File: src/design/u8u16_pkg.sv
// Types and constants shared by the UTF-8 to UTF-16 transcoder.
`default_nettype none
package u8u16_pkg;

  localparam int unsigned BYTE_W = 8;
  localparam int unsigned UNIT_W = 16;
  localparam int unsigned CP_W   = 21;
  localparam int unsigned PART_W = 15;

  localparam logic [CP_W-1:0] SUPP_BASE = 21'h10000;
  localparam logic [5:0]      SURR_HI   = 6'b110110;
  localparam logic [5:0]      SURR_LO   = 6'b110111;

  localparam logic [1:0] REM_NONE  = 2'd0;
  localparam logic [1:0] REM_ONE   = 2'd1;
  localparam logic [1:0] REM_TWO   = 2'd2;
  localparam logic [1:0] REM_THREE = 2'd3;

  typedef struct packed {
    logic [UNIT_W-1:0] code_unit;
    logic              end_of_string;
    logic              last_of_run;
  } unit_t;

  typedef struct packed {
    unit_t      u0;
    unit_t      u1;
    logic [1:0] n;
  } step_res_t;

  typedef struct packed {
    logic [1:0] count;
  } obuf_status_t;

endpackage
`default_nettype wire

File: src/design/u8u16_ifs.sv
// Valid/ready channel interfaces for input bytes and output code units.
`default_nettype none
interface u8u16_in_if;
  logic       valid;
  logic       ready;
  logic [7:0] in_byte;
  modport source (output valid, output in_byte, input ready);
  modport sink (input valid, input in_byte, output ready);
endinterface

interface u8u16_out_if;
  logic        valid;
  logic        ready;
  logic [15:0] code_unit;
  logic        end_of_string;
  logic        last_of_run;
  modport source (output valid, output code_unit, output end_of_string,
                  output last_of_run, input ready);
  modport sink (input valid, input code_unit, input end_of_string,
                input last_of_run, output ready);
endinterface
`default_nettype wire

File: src/design/utf8_to_utf16_transcoder.sv
// UTF-8 to UTF-16 transcoder top level.
//
// Input channel in_ch carries one UTF-8 byte per beat; output channel out_ch
// carries one UTF-16 code unit per beat with end_of_string and last_of_run.
// A byte is held in an input register, decoded by one level of bit logic,
// and its code units (zero, one or two) land in a two-entry result register.
// The first unit of a byte appears on out_ch after the byte passes the input
// register and the result register; a surrogate pair's second unit follows
// once the first is taken. Throughput: one byte per cycle while each byte
// yields at most one unit and out_ch is ready; a byte giving a surrogate pair
// or an interrupted sequence plus ASCII holds the next byte until a unit leaves.
// Reset (synchronous, rst_n low) empties both registers and clears any
// pending sequence. When out_ch stalls, the result register holds its units
// and in_ch stops taking bytes once the input register is occupied.
// A zero byte drops any pending sequence and emits a zero terminator unit.
`default_nettype none
module utf8_to_utf16_transcoder (
  input  wire logic     clk,
  input  wire logic     rst_n,
  u8u16_in_if.sink      in_ch,
  u8u16_out_if.source   out_ch
);

  logic                             s1_valid_r;
  logic [u8u16_pkg::BYTE_W-1:0]     s1_byte_r;
  logic [u8u16_pkg::PART_W-1:0]     part_r;
  logic [u8u16_pkg::PART_W-1:0]     part_nxt;
  logic [1:0]                       rem_r;
  logic [1:0]                       rem_nxt;
  u8u16_pkg::step_res_t             res;
  u8u16_pkg::obuf_status_t          ob_status;
  logic                             can_take;
  logic                             s1_adv;
  logic                             in_acc;

  always_comb begin
    s1_adv      = s1_valid_r && can_take;
    in_ch.ready = !s1_valid_r || can_take;
    in_acc      = in_ch.valid && in_ch.ready;
  end

  always_ff @(posedge clk) begin
    if (!rst_n) begin
      s1_valid_r <= 1'b0;
    end else if (in_acc) begin
      s1_valid_r <= 1'b1;
    end else if (s1_adv) begin
      s1_valid_r <= 1'b0;
    end
  end

  always_ff @(posedge clk) begin
    if (in_acc) begin
      s1_byte_r <= in_ch.in_byte;
    end
  end

  always_ff @(posedge clk) begin
    if (!rst_n) begin
      part_r <= '0;
      rem_r  <= u8u16_pkg::REM_NONE;
    end else if (s1_adv) begin
      part_r <= part_nxt;
      rem_r  <= rem_nxt;
    end
  end

  u8u16_step u_step (
    .byte_i   (s1_byte_r),
    .part_i   (part_r),
    .rem_i    (rem_r),
    .res_o    (res),
    .part_nxt (part_nxt),
    .rem_nxt  (rem_nxt)
  );

  u8u16_obuf u_obuf (
    .clk      (clk),
    .rst_n    (rst_n),
    .push     (s1_adv),
    .res      (res),
    .can_take (can_take),
    .status   (ob_status),
    .out_ch   (out_ch)
  );

  a_cnt_max: assert property (@(posedge clk) disable iff (!rst_n)
    ob_status.count != 2'd3)
    else $error("result buffer overfilled");

  a_idle_part: assert property (@(posedge clk) disable iff (!rst_n)
    (rem_r == u8u16_pkg::REM_NONE) |-> (part_r == '0))
    else $error("partial value left with no sequence pending");

  a_pair_out: assert property (@(posedge clk) disable iff (!rst_n)
    (s1_adv && (res.n == 2'd2)) |=> (out_ch.valid && (ob_status.count == 2'd2)))
    else $error("two-unit beat not held");

  a_eos_unit: assert property (@(posedge clk) disable iff (!rst_n)
    (out_ch.valid && out_ch.end_of_string) |->
      ((out_ch.code_unit == 16'd0) && out_ch.last_of_run))
    else $error("terminator unit malformed");

endmodule
`default_nettype wire

File: src/design/u8u16_step.sv
// Decode step: one byte plus sequence state gives up to two code units and next state.
`default_nettype none
module u8u16_step (
  input  wire logic [u8u16_pkg::BYTE_W-1:0] byte_i,
  input  wire logic [u8u16_pkg::PART_W-1:0] part_i,
  input  wire logic [1:0]                   rem_i,
  output u8u16_pkg::step_res_t              res_o,
  output logic      [u8u16_pkg::PART_W-1:0] part_nxt,
  output logic      [1:0]                   rem_nxt
);

  logic [u8u16_pkg::CP_W-1:0] cp;
  logic [u8u16_pkg::CP_W-1:0] cp_off;
  logic                       is_cont;
  logic                       is_ascii;
  logic                       pending;
  logic [u8u16_pkg::PART_W-1:0] lead_part;
  logic [1:0]                 lead_rem;

  always_comb begin
    cp       = {part_i, byte_i[5:0]};
    cp_off   = cp - u8u16_pkg::SUPP_BASE;
    is_cont  = (byte_i[7:6] == 2'b10);
    is_ascii = ~byte_i[7];
    pending  = (rem_i != u8u16_pkg::REM_NONE);

    lead_part = '0;
    lead_rem  = u8u16_pkg::REM_NONE;
    if (byte_i[7:3] == 5'b11110) begin
      lead_part = {12'd0, byte_i[2:0]};
      lead_rem  = u8u16_pkg::REM_THREE;
    end else if (byte_i[7:4] == 4'b1110) begin
      lead_part = {11'd0, byte_i[3:0]};
      lead_rem  = u8u16_pkg::REM_TWO;
    end else if (byte_i[7:5] == 3'b110) begin
      lead_part = {10'd0, byte_i[4:0]};
      lead_rem  = u8u16_pkg::REM_ONE;
    end
  end

  always_comb begin
    res_o    = '0;
    part_nxt = part_i;
    rem_nxt  = rem_i;
    if (byte_i == '0) begin
      part_nxt = '0;
      rem_nxt  = u8u16_pkg::REM_NONE;
      res_o.u0 = '{code_unit: '0, end_of_string: 1'b1, last_of_run: 1'b1};
      res_o.n  = 2'd1;
    end else if (pending && is_cont) begin
      rem_nxt = rem_i - 2'd1;
      if (rem_i == u8u16_pkg::REM_ONE) begin
        part_nxt = '0;
        if (cp[20:16] == '0) begin
          res_o.u0 = '{code_unit: cp[15:0], end_of_string: 1'b0, last_of_run: 1'b1};
          res_o.n  = 2'd1;
        end else begin
          res_o.u0 = '{code_unit: {u8u16_pkg::SURR_HI, cp_off[19:10]},
                       end_of_string: 1'b0, last_of_run: 1'b0};
          res_o.u1 = '{code_unit: {u8u16_pkg::SURR_LO, cp_off[9:0]},
                       end_of_string: 1'b0, last_of_run: 1'b1};
          res_o.n  = 2'd2;
        end
      end else begin
        part_nxt = cp[14:0];
      end
    end else begin
      // interrupted sequence flushes the partial value first
      part_nxt = is_ascii ? '0 : lead_part;
      rem_nxt  = is_ascii ? u8u16_pkg::REM_NONE : lead_rem;
      if (pending) begin
        res_o.u0 = '{code_unit: {1'b0, part_i}, end_of_string: 1'b0,
                     last_of_run: byte_i[7]};
        if (is_ascii) begin
          res_o.u1 = '{code_unit: {8'd0, byte_i}, end_of_string: 1'b0, last_of_run: 1'b1};
          res_o.n  = 2'd2;
        end else begin
          res_o.n  = 2'd1;
        end
      end else if (is_ascii) begin
        res_o.u0 = '{code_unit: {8'd0, byte_i}, end_of_string: 1'b0, last_of_run: 1'b1};
        res_o.n  = 2'd1;
      end
    end
  end

endmodule
`default_nettype wire

File: src/design/u8u16_obuf.sv
// Two-entry result register that delivers code units one beat at a time.
`default_nettype none
module u8u16_obuf (
  input  wire logic                 clk,
  input  wire logic                 rst_n,
  input  wire logic                 push,
  input  wire u8u16_pkg::step_res_t res,
  output logic                      can_take,
  output u8u16_pkg::obuf_status_t   status,
  u8u16_out_if.source               out_ch
);

  logic [1:0]       cnt_r;
  u8u16_pkg::unit_t ent0_r;
  u8u16_pkg::unit_t ent1_r;
  logic             pop;

  always_comb begin
    pop      = (cnt_r != 2'd0) && out_ch.ready;
    can_take = (cnt_r == 2'd0) || ((cnt_r == 2'd1) && out_ch.ready);
    status.count         = cnt_r;
    out_ch.valid         = (cnt_r != 2'd0);
    out_ch.code_unit     = ent0_r.code_unit;
    out_ch.end_of_string = ent0_r.end_of_string;
    out_ch.last_of_run   = ent0_r.last_of_run;
  end

  always_ff @(posedge clk) begin
    if (!rst_n) begin
      cnt_r <= 2'd0;
    end else if (push) begin
      cnt_r <= res.n;
    end else if (pop) begin
      cnt_r <= cnt_r - 2'd1;
    end
  end

  always_ff @(posedge clk) begin
    if (push) begin
      ent0_r <= res.u0;
      ent1_r <= res.u1;
    end else if (pop) begin
      ent0_r <= ent1_r;
    end
  end

endmodule
`default_nettype wire
File: src/flat_wrapper.sv
// flat-port wrapper written by rule: the top's interface ports become plain ports
module utf8_to_utf16_transcoder_flat 
  (clk, rst_n, in_ch_valid, in_ch_in_byte, in_ch_ready, out_ch_valid, out_ch_code_unit, out_ch_end_of_string, out_ch_last_of_run, out_ch_ready);
  u8u16_in_if in_ch_i ();
  u8u16_out_if out_ch_i ();
  input  wire logic clk;
  input  wire logic rst_n;
  input wire logic [$bits(in_ch_i.valid)-1:0] in_ch_valid;
  input wire logic [$bits(in_ch_i.in_byte)-1:0] in_ch_in_byte;
  output wire logic [$bits(in_ch_i.ready)-1:0] in_ch_ready;
  output wire logic [$bits(out_ch_i.valid)-1:0] out_ch_valid;
  output wire logic [$bits(out_ch_i.code_unit)-1:0] out_ch_code_unit;
  output wire logic [$bits(out_ch_i.end_of_string)-1:0] out_ch_end_of_string;
  output wire logic [$bits(out_ch_i.last_of_run)-1:0] out_ch_last_of_run;
  input wire logic [$bits(out_ch_i.ready)-1:0] out_ch_ready;
  assign in_ch_i.valid = in_ch_valid;
  assign in_ch_i.in_byte = in_ch_in_byte;
  assign in_ch_ready = in_ch_i.ready;
  assign out_ch_valid = out_ch_i.valid;
  assign out_ch_code_unit = out_ch_i.code_unit;
  assign out_ch_end_of_string = out_ch_i.end_of_string;
  assign out_ch_last_of_run = out_ch_i.last_of_run;
  assign out_ch_i.ready = out_ch_ready;
  utf8_to_utf16_transcoder u_core (.clk(clk), .rst_n(rst_n), .in_ch(in_ch_i), .out_ch(out_ch_i));
endmodule
File: config.mk
export PLATFORM = sky130hd
export DESIGN_NAME = utf8_to_utf16_transcoder_flat
export DESIGN_NICKNAME = d
export VERILOG_FILES = /design/src/design/u8u16_pkg.sv /design/src/design/u8u16_ifs.sv /design/src/design/utf8_to_utf16_transcoder.sv /design/src/design/u8u16_step.sv /design/src/design/u8u16_obuf.sv /design/src/flat_wrapper.sv
export SDC_FILE = /design/constraint.sdc
export NUM_CORES = 1
export LEC_CHECK = 0
export ABC_AREA = 1
export BUFFER_PORTS_ARGS = -buffer_cell sky130_fd_sc_hd__buf_2
export CORE_ASPECT_RATIO = 0.6
export CORE_UTILIZATION = 60
export DETAILED_ROUTE_END_ITERATION = 8
export GPL_ROUTABILITY_DRIVEN = 0
export PLACE_DENSITY = 0.81
export SYNTH_ARGS = -nofsm -noshare
export SYNTH_HDL_FRONTEND = slang
export SYNTH_SLANG_ARGS = --single-unit
File: constraint.sdc
create_clock -name clk -period 4.7 [get_ports clk]
set_input_delay 0.235 -clock clk [delete_from_list [all_inputs] [get_ports clk]]
set_output_delay 0.235 -clock clk [all_outputs]
set_load 0.01 [all_outputs]
==> out/results.ini, run 1 <==
[timing]
slew_viol_final=0
tns_ps=0
finalHoldViolations=0
finalSetupViolCount=0
timing.final.crit_share=0.544
fmax_mhz=391
fin_crit_ps=2560
setup_ws_ps=2140
worst_slew_pin_slew_ps=756
rsz0062_at_grt=no
slew-limit-headroom=0.495
fin_skew_ps=8.84

[cells_and_area]
diodes=0
fill_cells=408
final_util=0.697
seq_area_um2=1540
multi_input_area_um2=1180
nets=390
final_layout_size_suffix_gt1_frac=0.168
syn_to_final_growth_pct=9.91
instances_no_fill=439

[floorplanning]
core_area_um2=4660
die_w_um=92.6
die_area_um2=5220
die_h_um=56.4
ios=32
row_count=19
initial_core_util=0.634

[synth]
synth_warnings=0
syn-num-nets=361
synth.cell_area_um2=2950
syn_area_per_cell_um2=8.64
synth_cells=342
synth_cell_type_count=34
synth_area_leaders=edfxtp_1 39%, dfxtp_1 14%, nand2_1 12%
ys_seq_area_frac=0.522
synth_top_area_share=0.386
synth_area_leader_cell=edfxtp_1
synth_seq_cells=58

[cts]
ctsHoldBuffers=0
postCtsSetupBuffers=0
clk_path_buf_depth=2
cts_max_level=3
root_buffer=clkbuf_8
clkTransAtPathRegs_ps=60
insertion_delay_ps=340
numClockSinks=58
cts_resized=0
cts_made_buffers=9
cts_tree=yes

[worst_setup_path]
start_kind=flip-flop
crit_fanout=34
cpPeakStageDelay_ps=500
worstSetupPathType=flip-flop to flip-flop
worst_path_max_delay_cell=nand2_2
cp_cell_sequence=inv_1 > ha_1 > inv_2 > nand2_1 > nand2_2 > inv_2 > nand2_2 > inv_2 > nand3_1 > nand2_1
crit_arrival_ps=2650
path_common_cell=inv_2
critPathRequiredTime_ps=4800
r2r_cells=10
endpoint_kind=flip-flop

[grt]
grt_max_degree=35
grt_usage=0.281
grt_pass1_vias=2233
grt-ovfl-total=0
grt_pass1_wl_um=10600
antenna_found_initial=0

[pwr]
p_comb_frac=0.274
clkPwrFrac=0.239
switching_share=0.337
irDropWorstVdd_mv=0.297
internal-power_mw=1.02
p_switching_uw=517
pwr-share-seq=0.486
powerDensity_nw_per_um2=472
p_leak_nw=1.28
total_power_mw=1.53

[route]
post_drt_via_cell_ratio=5.79
wire_per_inst_um=15.3
ant_nets=0
routed_wirelength_um=6710
vias=2541
drt_iter0_drc=303
first_pass_iters=5
remaining_drc_errors=0

[hold_path]
min_path_type=primary input to flip-flop
hold_depth=1

[place]
io_buffers=31
dpl.hpwl_um=4680
dp.cells=423
dp_slack_ps=2190

[flow_run]
drv_cap=0

[status]
status=finished clean

[kinds of logic after synthesis]
kind of cell	Yosys count	share of synthesized area
buf+inv	49	0.0801
simple gates	172	0.262
flops	58	0.522
fa+ha+maj	7	0.0296
compound gates	55	0.103
xor+xnor	1	0.00297
[critical path: cells and delay by family, from the launching register on]
kind	cells	cell delay, ps
simple gates	5	990
flops	1	340
buf+inv	4	690
fa+ha+maj	1	250
[metal layers]
| metal | global-route usage | wire, um | vias up |
|---|---|---|---|
| li1 | - | - | 1217 |
| met1 | 0.385 | 2770 | 1144 |
| met3 | 0.127 | 918 | 25 |
| met2 | 0.369 | 2820 | 155 |
| met5 | 0 | 0 | - |
| met4 | 0.147 | 195 | 0 |
[final timing paths]
path	startpoint	slack, ps	end
worst max-delay path	u_core.u_obuf.status[0]	2140	u_core.u_obuf.out_ch.code_unit[5]
worst min-delay path	in_ch_in_byte[2]	70	u_core.s1_byte_r[2]
worst max register to register	u_core.u_obuf.status[0]	2140	u_core.u_obuf.out_ch.code_unit[5]
worst min register to register	u_core.rem_r[1]	470	u_core.rem_r[1]
[placed cells by master, fill, tap and decap left out, types with 2 or more instances in the layout]
cell	count
nand2_1	91
edfxtp_1	38
buf_2	31
nand3_1	29
inv_1	27
a21oi_1	27
nor2_1	24
dfxtp_1	20
o21ai_0	14
nand4_1	13
clkbuf_8	9
ha_1	7
inv_2	6
nand2_2	6
clkinv_1	4
o21ai_1	3
o211ai_1	3
o221ai_1	3
nor2_4	2
nor2_2	2
nor3_1	2
o22ai_1	2
clkinv_2	2
clkbuf_1	2
[power by group through the flow]
| stage | sequential, mW | clock, mW | combinational (mW) |
|---|---|---|---|
| finish | 0.745 | 0.367 | 0.421 |
| global route | 0.756 | 0.392 | 0.467 |
| CTS | 0.747 | 0.375 | 0.423 |
| detailed placement | 0.756 | 0 | 0.422 |
| global placement | 0.751 | 0 | 0.409 |
| floorplan | 0.794 | 0 | 0.235 |
[sequential cells by signal, summed over array words and instances (netlist names)]
| name | cells |
|---|---|
| u_core.s1_byte_r | 8 |
| u_core.rem_r | 2 |
| u_core.part_r | 15 |
| u_core.u_obuf.status | 2 |
| u_core.s1_valid_r | 1 |
| u_core.u_obuf.ent1_r | 12 |
| u_core.u_obuf.out_ch.end_of_string | 1 |
| u_core.u_obuf.out_ch.code_unit | 16 |
| u_core.u_obuf.out_ch.last_of_run | 1 |
[final cells by class]
class / count / area share
clock buffers: 11 / 0.0405
repair buffers: 31 / 0.0478
inverters: 36 / 0.0439
well taps: 63 / 0.0243
flip-flops and latches: 58 / 0.475
multi-input cells: 235 / 0.362
clock inverters: 5 / 0.00655
[synth_stat cells (all sizes together)]
cell type / instances
a21oi: 28
and3: 1
buf: 11
clkbuf: 2
clkinv: 1
dfxtp: 20
edfxtp: 38
ha: 7
inv: 35
nand2: 97
nand3: 31
nand4: 13
nor2: 28
nor3: 2
o211ai: 3
o21ai: 17
o21bai: 1
o221ai: 3
o22ai: 2
o31ai: 1
xnor2: 1
[stage by stage]
stage	area (um2)	hold WS, ps
floorplan	2950	334
global route	3250	51.3
CTS	3250	51.4
detailed placement	3090	413
global placement	3090	411
finish	3250	69.1
Note: power is estimated with default switching activity, not from simulation.
==> inputs of run 2 (changes only) <==
--- a/config.mk
+++ b/config.mk
@@ -8,10 +8,10 @@
 export ABC_AREA = 1
 export BUFFER_PORTS_ARGS = -buffer_cell sky130_fd_sc_hd__buf_2
 export CORE_ASPECT_RATIO = 0.6
-export CORE_UTILIZATION = 60
+export CORE_UTILIZATION = 58
 export DETAILED_ROUTE_END_ITERATION = 8
 export GPL_ROUTABILITY_DRIVEN = 0
-export PLACE_DENSITY = 0.81
+export PLACE_DENSITY = 0.79
 export SYNTH_ARGS = -nofsm -noshare
 export SYNTH_HDL_FRONTEND = slang
 export SYNTH_SLANG_ARGS = --single-unit
==> constraint.sdc (replaced) <==
create_clock -name clk -period 2.53 [get_ports clk]
set_input_delay 0.1265 -clock clk [delete_from_list [all_inputs] [get_ports clk]]
set_output_delay 0.1265 -clock clk [all_outputs]
set_load 0.01 [all_outputs]
==> run 2 against run 1 <==
Compared with the run above: via count increased by 4.7%; register-to-register slack got worse by 1800 ps; utilization increased by 2.3 points; highest routed layer unchanged; critical endpoint is now u_core.u_obuf.out_ch.code_unit[1]; global-route usage decreased by 0.13 points.
==> out/results.ini, run 2 (same netlist as run 1, synthesis figures left out) <==
[hold_path]
min_from=rst_n  ; was in_ch_in_byte[2]
hold_depth=3  ; was 1
min_path_type=primary input to flip-flop  ; unchanged
min_to=u_core.u_obuf.status[0]  ; was u_core.s1_byte_r[2]

[cts]
clk_path_buf_depth=2  ; unchanged
root_buffer=clkbuf_8  ; unchanged
cts_made_buffers=9  ; unchanged
cts_resized=0  ; unchanged
clkTransAtPathRegs_ps=70  ; was 60 ps
cts_tree=yes  ; unchanged
numClockSinks=58  ; unchanged
insertion_delay_ps=350  ; was 340 ps
postCtsSetupBuffers=0  ; unchanged
cts_max_level=3  ; unchanged

[route]
drt_iter0_drc=293  ; was 303
routed_wirelength_um=7020  ; was 6710 um
wire_per_inst_um=15.6  ; was 15.3 um
remaining_drc_errors=0  ; unchanged
vias=2660  ; was 2,541
first_pass_iters=6  ; was 5
ant_nets=0  ; unchanged
post_drt_via_cell_ratio=5.91  ; was 5.79

[floorplanning]
die_w_um=94.1  ; was 92.6 um
initial_core_util=0.624  ; was 0.634
ios=32  ; unchanged
die_area_um2=5390  ; was 5220 um2
core_area_um2=4730  ; was 4660 um2
row_count=19  ; unchanged
die_h_um=57.3  ; was 56.4 um

[worst_setup_path]
endpoint_kind=flip-flop  ; unchanged
ff2ff_setup_slack_ps=380  ; was 2140 ps
start_kind=flip-flop  ; unchanged
timing.rr.start=u_core.rem_r[0]  ; was u_core.u_obuf.status[0]
worstSetupPathType=flip-flop to flip-flop  ; unchanged
cp-startpoint=u_core.rem_r[0]  ; was u_core.u_obuf.status[0]
r2r_cells=8  ; was 10
r2r_end=u_core.u_obuf.out_ch.code_unit[1]  ; was u_core.u_obuf.out_ch.code_unit[5]
crit_arrival_ps=2250  ; was 2650 ps
crit_fanout=26  ; was 34
critPathRequiredTime_ps=2630  ; was 4800 ps

[timing]
fmax_mhz=466  ; was 391 MHz
worst_slew_pin_slew_ps=760  ; was 756 ps
timing.final.crit_share=0.849  ; was 0.544
slew-limit-headroom=0.493  ; was 0.495
fin_crit_ps=2150  ; was 2560 ps
tns_ps=0  ; unchanged
finalSetupViolCount=0  ; unchanged
finalHoldViolations=0  ; unchanged
setup_ws_ps=383  ; was 2140 ps
slew_viol_final=0  ; unchanged
fin_skew_ps=7.57  ; was 8.84 ps
rsz0062_at_grt=no  ; unchanged

[status]
status=finished clean  ; unchanged

[grt]
grt_usage=0.280  ; was 0.281
grt_max_degree=27  ; was 35
grt_pass1_vias=2329  ; was 2,233
grt_pass1_wl_um=11100  ; was 10,600 um
antenna_found_initial=0  ; unchanged
grt-ovfl-total=0  ; unchanged

[pwr]
irDropWorstVdd_mv=0.638  ; was 0.297 mV
p_leak_nw=1.35  ; was 1.28 nW
powerDensity_nw_per_um2=906  ; was 472 nW/um2
total_power_mw=3.09  ; was 1.53 mW

[cells_and_area]
layout_commonest_cell=nand2_1  ; unchanged
syn_to_final_growth_pct=15.2  ; was 9.91%
final_area_um2=3400  ; was 3250 um2
layout_common_cells=91 x nand2_1, 38 x edfxtp_1, 31 x buf_2  ; unchanged
diodes=0  ; unchanged
nets=401  ; was 390
largest_reg_flops=16  ; unchanged
fill_cells=376  ; was 408
final_layout_size_suffix_gt1_frac=0.178  ; was 0.168
instances_no_fill=450  ; was 439

[place]
dp_slack_ps=425  ; was 2190 ps
dpl.hpwl_um=4900  ; was 4680 um
io_buffers=31  ; unchanged
place_area_um2=3120  ; was 3090 um2
dp.cells=426  ; was 423

[flow_run]
drv_cap=0  ; unchanged

==> run 2: cell types whose count changed in the layout (fill, tap and decap cells not counted), sizes merged <==
cell         delta
dlygate4sd3     +8
buf             +3
bufinv          +1
clkbuf          +3
clkinv          -4
==> run 2: critical path, stage by stage, from the launching register on <==
cell and delay [ps]:
dfxtp_1 380, inv_1 60, ha_1 360, inv_6 170, nand3_4 270, inv_4 330
o21ai_0 130, o21ai_1 130, nand2_1 60
==> run 2: through the flow <==
step	hold WS (ps)	utilization
floorplan	225	-
finish	47.1	0.720
detailed placement	305	0.659
CTS	44.9	0.720
global placement	303	0.659
global route	51.4	0.720
==> run 2: repair_timing <==
item | 4_1_cts | 5_1_grt
setup endpoints to repair | 0 | 0
endpoints found under the hold margin | 8 | 0
hold buffers | 8 | 0
==> run 2: cell type report <==
| cell class | instances | area, um2 | area share |
|---|---|---|---|
| clock buffers | 14 | 173 | 0.0507 |
| clock inverters | 2 | 35.0 | 0.0103 |
| inverters | 36 | 143 | 0.0419 |
| multi-input cells | 235 | 1180 | 0.345 |
| flip-flops and latches | 58 | 1540 | 0.453 |
| well taps | 63 | 78.8 | 0.0232 |
| repair buffers | 42 | 258 | 0.0757 |
==> run 2: power by group <==
part | leakage (nW) | internal [mW] | switching [mW]
Clock | 0.107 | 0.534 | 0.350
Sequential | 0.533 | 1.31 | 0.0722
Combinational | 0.715 | 0.257 | 0.562
==> run 2: per-layer routing <==
layer  share of wire  global-route usage  up-vias  routed length, um
met4           0.029               0.110        0                204
met1            0.42               0.387     1218               2930
li1                -                   -     1245                  -
met2            0.42               0.394      166               2940
met3            0.13               0.111       31                938
met5               0                   0        -                  0
==> run 2: worst max-delay path by stage <==
stage	endpoint	cells past startpoint	slack [ps]
final	u_core.u_obuf.out_ch.code_unit[1]	8	380
after global routing	u_core.u_obuf.out_ch.code_unit[2]	8	220
after CTS	u_core.u_obuf.out_ch.code_unit[1]	8	420
after detailed placement	u_core.u_obuf.out_ch.code_unit[1]	8	420
after global placement	u_core.u_obuf.out_ch.code_unit[1]	8	530
after floorplan	u_core.u_obuf.out_ch.code_unit[1]	10	910
